==> src/design/ftok_pkg.sv <==
package ftok_pkg;

	typedef enum logic [1:0] {
		PH_IDLE    = 2'd0,
		PH_COMMENT = 2'd1,
		PH_WORD    = 2'd2,
		PH_STRING  = 2'd3
	} phase_t;

	localparam logic [1:0] KIND_NUMBER  = 2'd0;
	localparam logic [1:0] KIND_HASH    = 2'd1;
	localparam logic [1:0] KIND_STR_BYTE = 2'd2;
	localparam logic [1:0] KIND_STR_END = 2'd3;

	localparam logic [63:0] HASH_SEED   = 64'd757;
	localparam logic [7:0]  CH_SPACE    = 8'h20;
	localparam logic [7:0]  CH_TAB      = 8'h09;
	localparam logic [7:0]  CH_CR       = 8'h0D;
	localparam logic [7:0]  CH_OPEN     = 8'h28;
	localparam logic [7:0]  CH_CLOSE    = 8'h29;
	localparam logic [7:0]  CH_QUOTE    = 8'h22;
	localparam logic [7:0]  CH_X        = 8'h78;
	localparam logic [7:0]  CH_0        = 8'h30;
	localparam logic [7:0]  CH_9        = 8'h39;
	localparam logic [7:0]  CH_LA       = 8'h61;
	localparam logic [7:0]  CH_LF       = 8'h66;
	localparam logic [7:0]  CH_UA       = 8'h41;
	localparam logic [7:0]  CH_UZ       = 8'h5A;
	localparam logic [7:0]  CASE_OFFSET = 8'h20;
	localparam logic [31:0] STR_COUNT_MAX = 32'hFFFF_FFFF;

	typedef struct packed {
		logic [1:0]  kind;
		logic [63:0] value;
	} result_t;

endpackage

==> src/design/forth_token_scanner.sv <==
// Channel  Handshake              Payload
// input    in_valid / in_ready    char_in[7:0]
// output   out_valid / out_ready  token_kind[1:0], token_value[63:0]
//
// One character can be taken every cycle unless a result waits in a stalled result register.
// A character is held in the input register; its result, if any, enters the result register
// as the character leaves the input register, and out_valid rises when it does.
// While a result waits in the result register with out_ready low, a character held in the
// input register stays there and in_ready is low; arst_n returns the scanner to the
// between-tokens state.
module forth_token_scanner #(
	parameter int WORD_MAX = 32
) (
	input  logic        clk,
	input  logic        arst_n,
	input  logic        in_valid,
	output logic        in_ready,
	input  logic [7:0]  char_in,
	output logic        out_valid,
	input  logic        out_ready,
	output logic [1:0]  token_kind,
	output logic [63:0] token_value
);

	logic              res_valid;
	logic              res_ready;
	ftok_pkg::result_t res;
	ftok_pkg::result_t out_res;

	ftok_scan #(
		.WORD_MAX(WORD_MAX)
	) u_scan (
		.clk      (clk),
		.arst_n   (arst_n),
		.in_valid (in_valid),
		.in_ready (in_ready),
		.char_in  (char_in),
		.res_ready(res_ready),
		.res_valid(res_valid),
		.res      (res)
	);

	ftok_outreg u_outreg (
		.clk      (clk),
		.arst_n   (arst_n),
		.res_valid(res_valid),
		.res      (res),
		.res_ready(res_ready),
		.out_valid(out_valid),
		.out_ready(out_ready),
		.out_res  (out_res)
	);

	assign token_kind  = out_res.kind;
	assign token_value = out_res.value;

endmodule

==> src/design/ftok_scan.sv <==
module ftok_scan #(
	parameter int WORD_MAX = 32
) (
	input  logic               clk,
	input  logic               arst_n,
	input  logic               in_valid,
	output logic               in_ready,
	input  logic [7:0]         char_in,
	input  logic               res_ready,
	output logic               res_valid,
	output ftok_pkg::result_t  res
);

	localparam int LenW = $clog2(WORD_MAX);
	localparam logic [LenW-1:0] CutLen = LenW'(WORD_MAX - 1);
	localparam logic [LenW-1:0] HexPos = LenW'(1);

	logic              valid_s1;
	logic [7:0]        char_s1;
	logic              advance;

	ftok_pkg::phase_t  phase_q, phase_d;
	logic [LenW-1:0]   len_q, len_d;
	logic [63:0]       hash_q, hash_d;
	logic [63:0]       num_q, num_d;
	logic              sd_q, sd_d;
	logic              hex_q, hex_d;
	logic              end_q, end_d;
	logic [31:0]       str_q, str_d;

	logic              is_space, is_dec, is_hexl, word_cut;
	logic [7:0]        lc;
	logic [7:0]        digit;
	logic [LenW-1:0]   len_b;
	logic [63:0]       hash_b, num_b;
	logic              sd_b, hex_b, end_b;
	logic [63:0]       hash_t, num_t, num10, num16;
	logic              hex_t, end_t;

	// The input register moves on when the result register can take whatever comes out.
	assign advance  = valid_s1 && res_ready;
	assign in_ready = !valid_s1 || res_ready;

	always_ff @(posedge clk or negedge arst_n) begin
		if (!arst_n) begin
			valid_s1 <= 1'b0;
		end else if (in_ready) begin
			valid_s1 <= in_valid;
		end
	end

	always_ff @(posedge clk) begin
		if (in_ready && in_valid) begin
			char_s1 <= char_in;
		end
	end

	assign is_space = (char_s1 == ftok_pkg::CH_SPACE) ||
		(char_s1 >= ftok_pkg::CH_TAB && char_s1 <= ftok_pkg::CH_CR);
	assign lc = (char_s1 >= ftok_pkg::CH_UA && char_s1 <= ftok_pkg::CH_UZ) ?
		char_s1 + ftok_pkg::CASE_OFFSET : char_s1;
	assign is_dec  = (lc >= ftok_pkg::CH_0 && lc <= ftok_pkg::CH_9);
	assign is_hexl = (lc >= ftok_pkg::CH_LA && lc <= ftok_pkg::CH_LF);
	assign digit   = is_dec ? lc - ftok_pkg::CH_0 : lc - ftok_pkg::CH_LA + 8'd10;
	assign word_cut = (len_q >= CutLen);

	// A word character starts from fresh values between tokens and from the state inside a word.
	always_comb begin
		if (phase_q == ftok_pkg::PH_IDLE) begin
			len_b  = '0;
			hash_b = ftok_pkg::HASH_SEED;
			num_b  = '0;
			sd_b   = is_dec;
			hex_b  = 1'b0;
			end_b  = 1'b0;
		end else begin
			len_b  = len_q;
			hash_b = hash_q;
			num_b  = num_q;
			sd_b   = sd_q;
			hex_b  = hex_q;
			end_b  = end_q;
		end
	end

	always_comb begin
		hash_t = (hash_b << 7) + hash_b + {56'd0, lc};
		num10  = (num_b << 3) + (num_b << 1);
		num16  = num_b << 4;
		num_t  = num_b;
		hex_t  = hex_b;
		end_t  = end_b;
		if (sd_b) begin
			if (len_b == HexPos && lc == ftok_pkg::CH_X) begin
				hex_t = 1'b1;
				num_t = '0;
			end else if (!end_b) begin
				if (is_dec) begin
					num_t = (hex_b ? num16 : num10) + {56'd0, digit};
				end else if (hex_b && is_hexl) begin
					num_t = num16 + {56'd0, digit};
				end else begin
					end_t = 1'b1;
				end
			end
		end
	end

	always_comb begin
		phase_d = phase_q;
		unique case (phase_q)
			ftok_pkg::PH_IDLE: begin
				if (is_space) begin
					phase_d = ftok_pkg::PH_IDLE;
				end else if (char_s1 == ftok_pkg::CH_OPEN) begin
					phase_d = ftok_pkg::PH_COMMENT;
				end else if (char_s1 == ftok_pkg::CH_QUOTE) begin
					phase_d = ftok_pkg::PH_STRING;
				end else begin
					phase_d = ftok_pkg::PH_WORD;
				end
			end
			ftok_pkg::PH_COMMENT: begin
				if (char_s1 == ftok_pkg::CH_CLOSE) begin
					phase_d = ftok_pkg::PH_IDLE;
				end
			end
			ftok_pkg::PH_WORD: begin
				if (is_space || word_cut) begin
					phase_d = ftok_pkg::PH_IDLE;
				end
			end
			ftok_pkg::PH_STRING: begin
				if (char_s1 == ftok_pkg::CH_QUOTE) begin
					phase_d = ftok_pkg::PH_IDLE;
				end
			end
			default: phase_d = ftok_pkg::PH_IDLE;
		endcase
	end

	always_comb begin
		len_d     = len_q;
		hash_d    = hash_q;
		num_d     = num_q;
		sd_d      = sd_q;
		hex_d     = hex_q;
		end_d     = end_q;
		str_d     = str_q;
		res_valid = 1'b0;
		res.kind  = ftok_pkg::KIND_STR_BYTE;
		res.value = {56'd0, char_s1};
		unique case (phase_q)
			ftok_pkg::PH_IDLE: begin
				if (char_s1 == ftok_pkg::CH_QUOTE) begin
					str_d = '0;
				end else if (!is_space && char_s1 != ftok_pkg::CH_OPEN) begin
					len_d  = len_b + LenW'(1);
					hash_d = hash_t;
					num_d  = num_t;
					sd_d   = sd_b;
					hex_d  = hex_t;
					end_d  = end_t;
				end
			end
			ftok_pkg::PH_COMMENT: begin
				res_valid = 1'b0;
			end
			ftok_pkg::PH_WORD: begin
				if (is_space || word_cut) begin
					res_valid = valid_s1;
					res.kind  = sd_q ? ftok_pkg::KIND_NUMBER : ftok_pkg::KIND_HASH;
					res.value = sd_q ? num_q : hash_q;
					len_d     = '0;
				end else begin
					len_d  = len_q + LenW'(1);
					hash_d = hash_t;
					num_d  = num_t;
					hex_d  = hex_t;
					end_d  = end_t;
				end
			end
			ftok_pkg::PH_STRING: begin
				res_valid = valid_s1;
				if (char_s1 == ftok_pkg::CH_QUOTE) begin
					res.kind  = ftok_pkg::KIND_STR_END;
					res.value = {32'd0, str_q};
				end else if (str_q != ftok_pkg::STR_COUNT_MAX) begin
					str_d = str_q + 32'd1;
				end
			end
			default: res_valid = 1'b0;
		endcase
	end

	always_ff @(posedge clk or negedge arst_n) begin
		if (!arst_n) begin
			phase_q <= ftok_pkg::PH_IDLE;
			len_q   <= '0;
			hash_q  <= ftok_pkg::HASH_SEED;
			num_q   <= '0;
			sd_q    <= 1'b0;
			hex_q   <= 1'b0;
			end_q   <= 1'b0;
			str_q   <= '0;
		end else if (advance) begin
			phase_q <= phase_d;
			len_q   <= len_d;
			hash_q  <= hash_d;
			num_q   <= num_d;
			sd_q    <= sd_d;
			hex_q   <= hex_d;
			end_q   <= end_d;
			str_q   <= str_d;
		end
	end

endmodule

==> src/design/ftok_outreg.sv <==
module ftok_outreg (
	input  logic               clk,
	input  logic               arst_n,
	input  logic               res_valid,
	input  ftok_pkg::result_t  res,
	output logic               res_ready,
	output logic               out_valid,
	input  logic               out_ready,
	output ftok_pkg::result_t  out_res
);

	logic              out_valid_q;
	ftok_pkg::result_t out_res_q;

	assign res_ready = !out_valid_q || out_ready;

	always_ff @(posedge clk or negedge arst_n) begin
		if (!arst_n) begin
			out_valid_q <= 1'b0;
		end else if (res_ready) begin
			out_valid_q <= res_valid;
		end
	end

	always_ff @(posedge clk) begin
		if (res_ready && res_valid) begin
			out_res_q <= res;
		end
	end

	assign out_valid = out_valid_q;
	assign out_res   = out_res_q;

endmodule

==> config.mk <==
export PLATFORM = sky130hd
export DESIGN_NAME = forth_token_scanner
export DESIGN_NICKNAME = d
export VERILOG_FILES = /design/src/design/ftok_pkg.sv /design/src/design/forth_token_scanner.sv /design/src/design/ftok_scan.sv /design/src/design/ftok_outreg.sv
export SDC_FILE = /design/constraint.sdc
export NUM_CORES = 1
export LEC_CHECK = 0
export BUFFER_PORTS_ARGS = -buffer_cell sky130_fd_sc_hd__buf_2
export CORE_ASPECT_RATIO = 1.5
export CORE_UTILIZATION = 55
export DETAILED_ROUTE_END_ITERATION = 6
export PLACE_DENSITY = 0.81
export SYNTH_ARGS = -nofsm -noshare
export SYNTH_HDL_FRONTEND = slang
export SYNTH_HIERARCHICAL = 1
export SYNTH_SLANG_ARGS = --single-unit
==> constraint.sdc <==
create_clock -name clk -period 10 [get_ports clk]
set_input_delay 2 -clock clk [delete_from_list [all_inputs] [get_ports clk]]
set_output_delay 2 -clock clk [all_outputs]
set_load 0.1 [all_outputs]
==> results <==
- The mapped cell area is 25000 um^2.
- The clock latency at the later pin of the worst-skew pair is ~0.56 ns.
- Across every metal layer, demand over resource in global routing totals 0.372.
- Buffers inserted during clock tree synthesis total 25.
- The critical-path cell with the highest stage delay is or2_2.
- The post-synthesis sequential area ratio is 0.261.
- Entering global routing, the biggest net connects 77 pins.
- The initial DRC count is around 2500.
- The worst max-slew margin expressed relative to the limit is 0.210.
- Setup violations remaining at the end of the flow were counted as 0.
- Summed over all nets, the switching power comes to between 2 and 3 mW.
- The via count of the first global-routing pass is roughly 25000.
- The timing-limited maximum frequency is 119 MHz.
- The number of buffers added for setup after CTS is 0.
- Detailed placement finished with a half-perimeter wire length of 66.0 mm.
- Setup slack on the worst reg-to-reg path comes out at around 1.6 ns.
- The nature of the critical path startpoint is a flop.
- After technology mapping, the gate count stands at 3175.
- The longest clock path from root to sink contains 3 buffers.
- The register area is about 6500 um^2.
- The type of the most critical hold path is flop to flop.
- The post-route clock skew is approximately 0.014 ns.
- The worst path in the final design needs a cycle of 8.38 ns, including I/O delays and setup.
- The largest stage delay on the critical path is 0.57 ns.
- Of the total power, the share spent switching nets is 0.469.
- The maximum net fanout on the critical path is 34.
- The hold violation total from the final report was 0.
- In this run the standard cell core region covers 44800 um^2.
- The worst setup slack after layout is 1.62 ns.
- VDD sags by at most 0.297 mV.
- The max-slew violation count is 0.
- At the pin with the least slew margin, the transition time is 1.18 ns.
- The share of layout cells above drive strength 1 is 0.0737.
- The number of rows in the core area is 95.
- The total number of yosys warnings is 6.
- Pin placement for this block handled 80 I/O pins.
- The count of filler cells inserted in the layout is between 3000 and 4000.
- The congestion estimate from routability-driven global placement came to 1.00.
- The count of buffers from port buffering is 79.
- The total die area is 46400 um^2.
- The internal power consumption is 3.33 mW.
- In the layout the commonest cells are 391 x nand2_1, 285 x nor2_1, 256 x o21ai_0.
- The type of the setup path with the least slack is flop to flop.
- The number of remaining DRC errors is 0.
- The number of detailed-routing iterations run before antenna repair is 7.
- Of the total power, combinational logic draws 0.589.
- The post-synthesis net count is 3399.
- After detailed routing, the average wire length per cell comes to 23.3 um.
- Dividing total power by cell area gives a power density of between 200 and 250 nW/um^2.
- The most used flip-flop cell after synthesis is dfrtp_1.
- The y dimension of the die is 263 um.
- The number of antenna violations at the first check in global routing came to 0.
- The synthesized design contains 246 register bits.
- The area growth from synthesis to layout is 6.39%.
- The number of flops mapped to enable cells by yosys is 74.
- The library cell used most frequently in the layout, excluding fill and tap cells, is nand2_1.
- The fraction of registers with async set or reset after synthesis is 0.699.
- The worst slack at placement is 1.78 ns.
- The number of antenna diodes in the final layout is 0.
- The via count is 25000.
- The share of total power dissipated in the clock network is 0.173.
- In this run, distinct cell masters in the synthesized netlist total 108.
- The number of maximum-capacitance violations is 0.
- The number of antenna-violating nets in the routed design is 0.
- The flow ran to the end, and the final reports show no timing, DRC or antenna violations.
- The arrival time at the worst endpoint is 8.85 ns.
- The library cell used as clock root buffer is clkbuf_16.
- The initial utilization of the core area, before any placement, comes to 0.559.
- Summing all multi-input logic gate instances after layout gives ~18000 um^2.
- After clock tree synthesis, the clock-pin slew on the worst setup and hold paths is roughly 0.07 ns.
- Dividing the detail-routed via count by the number of cells gives 6.70.
- The detailed-route wire length is 86.9 mm.
- The final layout contains 3356 nets.
- Of the available clock period, the critical path in the final layout requires 0.838.
- In this run the horizontal extent of the chip is 176 um.
- STA puts the critical path data required time at 10.48 ns.
- Summed over all cells, the static leakage comes to 11.2 nW.
- On the final layout, the worst hold slack is 0.473 ns.
- For this design, the sink count on the clock tree is 246.
- The first-pass GRT wire length is 136 mm.
- STA classifies the critical path endpoint as a flop.
- Hold repair after CTS inserted 0 buffers.
- The share of total power in sequential cells is 0.237.
- The number of gates resized after CTS was 0.
- CTS built an H-tree with a depth of 1.
- Averaged over all synthesized cells, the footprint is 7.88 um^2.
- Setup repair after global routing left no endpoint under its margin.
- The clock tree from TritonCTS is built.
- The overall overflow remaining after global route is 0.
- The final sum of negative setup slack is 0 ns.
[Yosys cell counts (all sizes together) (14+ instances only)]
| cell | n | area [um^2] |
|---|---|---|
| nor2b | 19 | 119 |
| ha | 208 | 2600 |
| nand2b | 50 | 320 |
| xor2 | 78 | 683 |
| o21ai | 281 | 1410 |
| o31ai | 19 | 158 |
| nor2 | 288 | 1080 |
| a21oi | 232 | 1190 |
| and2 | 104 | 653 |
| nor3 | 63 | 320 |
| a21o | 73 | 548 |
| a211oi | 38 | 300 |
| inv | 89 | 334 |
| nand3 | 70 | 360 |
| o21a | 22 | 165 |
| clkbuf | 125 | 469 |
| and3 | 36 | 226 |
| a31oi | 34 | 213 |
| xnor2 | 128 | 1120 |
| or3 | 25 | 161 |
| mux2i | 81 | 811 |
| o211ai | 41 | 313 |
| a22o | 14 | 123 |
| or2 | 15 | 93.9 |
| dfrtp | 165 | 4130 |
| nand2 | 392 | 1470 |
| nor4 | 30 | 228 |
| o21bai | 28 | 210 |
| a22oi | 20 | 155 |
| edfxtp | 74 | 2220 |
| nand4 | 75 | 475 |
| buf | 46 | 218 |
[layer usage]
layer	routed length, um	share of wire	global-route usage
met1	33300	0.38	0.444
met2	41500	0.48	0.628
met3	5940	0.068	0.0391
met4	6190	0.071	0.245
met5	0	0	0
[logic make-up after synthesis]
group,Yosys count,share of synthesized area
and+or+nand+nor,1229,0.243
AOI/OAI and AO/OA,934,0.241
buffers and inverters,260,0.0408
DFF,246,0.261
adders and majority gates,213,0.108
xor gates and xnor gates,206,0.0721
muxes,87,0.0351
[critical path: cells and delay by family, from the launching register on]
kind                       cells  cell delay, ns
AOI/OAI and AO/OA              6            1.78
xor gates and xnor gates       1            0.18
adders and majority gates      3            1.02
buffers and inverters          4            0.74
DFF                            1            0.56
and+or+nand+nor               15            4.00
[metrics by stage]
step | instances | area [um^2] | power (mW) | utilization
floorplan | 3175 | 25000 | 4.15 | -
finish | 3732 | 26600 | 6.28 | 0.594
global placement | 3687 | 25700 | 4.95 | 0.573
global route | 3732 | 26600 | 6.71 | 0.594
CTS | 3732 | 26600 | 6.20 | 0.594
detailed placement | 3687 | 25700 | 5.08 | 0.573
[state kept, by name, summed over array words and instances, names as in the netlist, 2 cells and up]
| name | flops |
|---|---|
| u_outreg/out_res | 66 |
| u_scan/len_q | 5 |
| u_scan/hash_q | 64 |
| u_scan/str_q | 32 |
| u_scan/phase_q | 2 |
| u_scan/num_q | 64 |
| u_scan/char_s1 | 8 |
[worst paths after layout]
check | cells after the start | start | endpoint
max | 29 | u_scan/char_s1[1]$_DFFE_PP_ | u_scan/num_q[62]$_DFFE_PN0P_
min | 2 | u_scan/hash_q[2]$_DFFE_PN1P_ | u_scan/hash_q[2]$_DFFE_PN1P_
max reg2reg | 29 | u_scan/char_s1[1]$_DFFE_PP_ | u_scan/num_q[62]$_DFFE_PN0P_
min reg2reg | 2 | u_scan/hash_q[2]$_DFFE_PN1P_ | u_scan/hash_q[2]$_DFFE_PN1P_
max in group asynchronous | 2 | arst_n | u_scan/sd_q$_DFFE_PN0P_
min in group asynchronous | 1 | arst_n | u_scan/num_q[55]$_DFFE_PN0P_
[final cells by class]
| class | instances | area share |
|---|---|---|
| sequential | 246 | 0.246 |
| tap | 582 | 0.0273 |
| timing repair buffer | 101 | 0.0213 |
| clock buffer | 32 | 0.0264 |
| multi-input combinational | 2669 | 0.658 |
| clock inverter | 13 | 0.00869 |
| inverter | 89 | 0.0125 |
[power by group through the flow]
| stage | Sequential, mW | Clock [mW] | Combinational [mW] |
|---|---|---|---|
| floorplan | 1.42 | 0 | 2.73 |
| global placement | 1.49 | 0 | 3.47 |
| detailed placement | 1.50 | 0 | 3.58 |
| CTS | 1.48 | 1.10 | 3.62 |
| global route | 1.50 | 1.13 | 4.07 |
| finish | 1.49 | 1.09 | 3.70 |
Power figures use the tool's default switching activity.
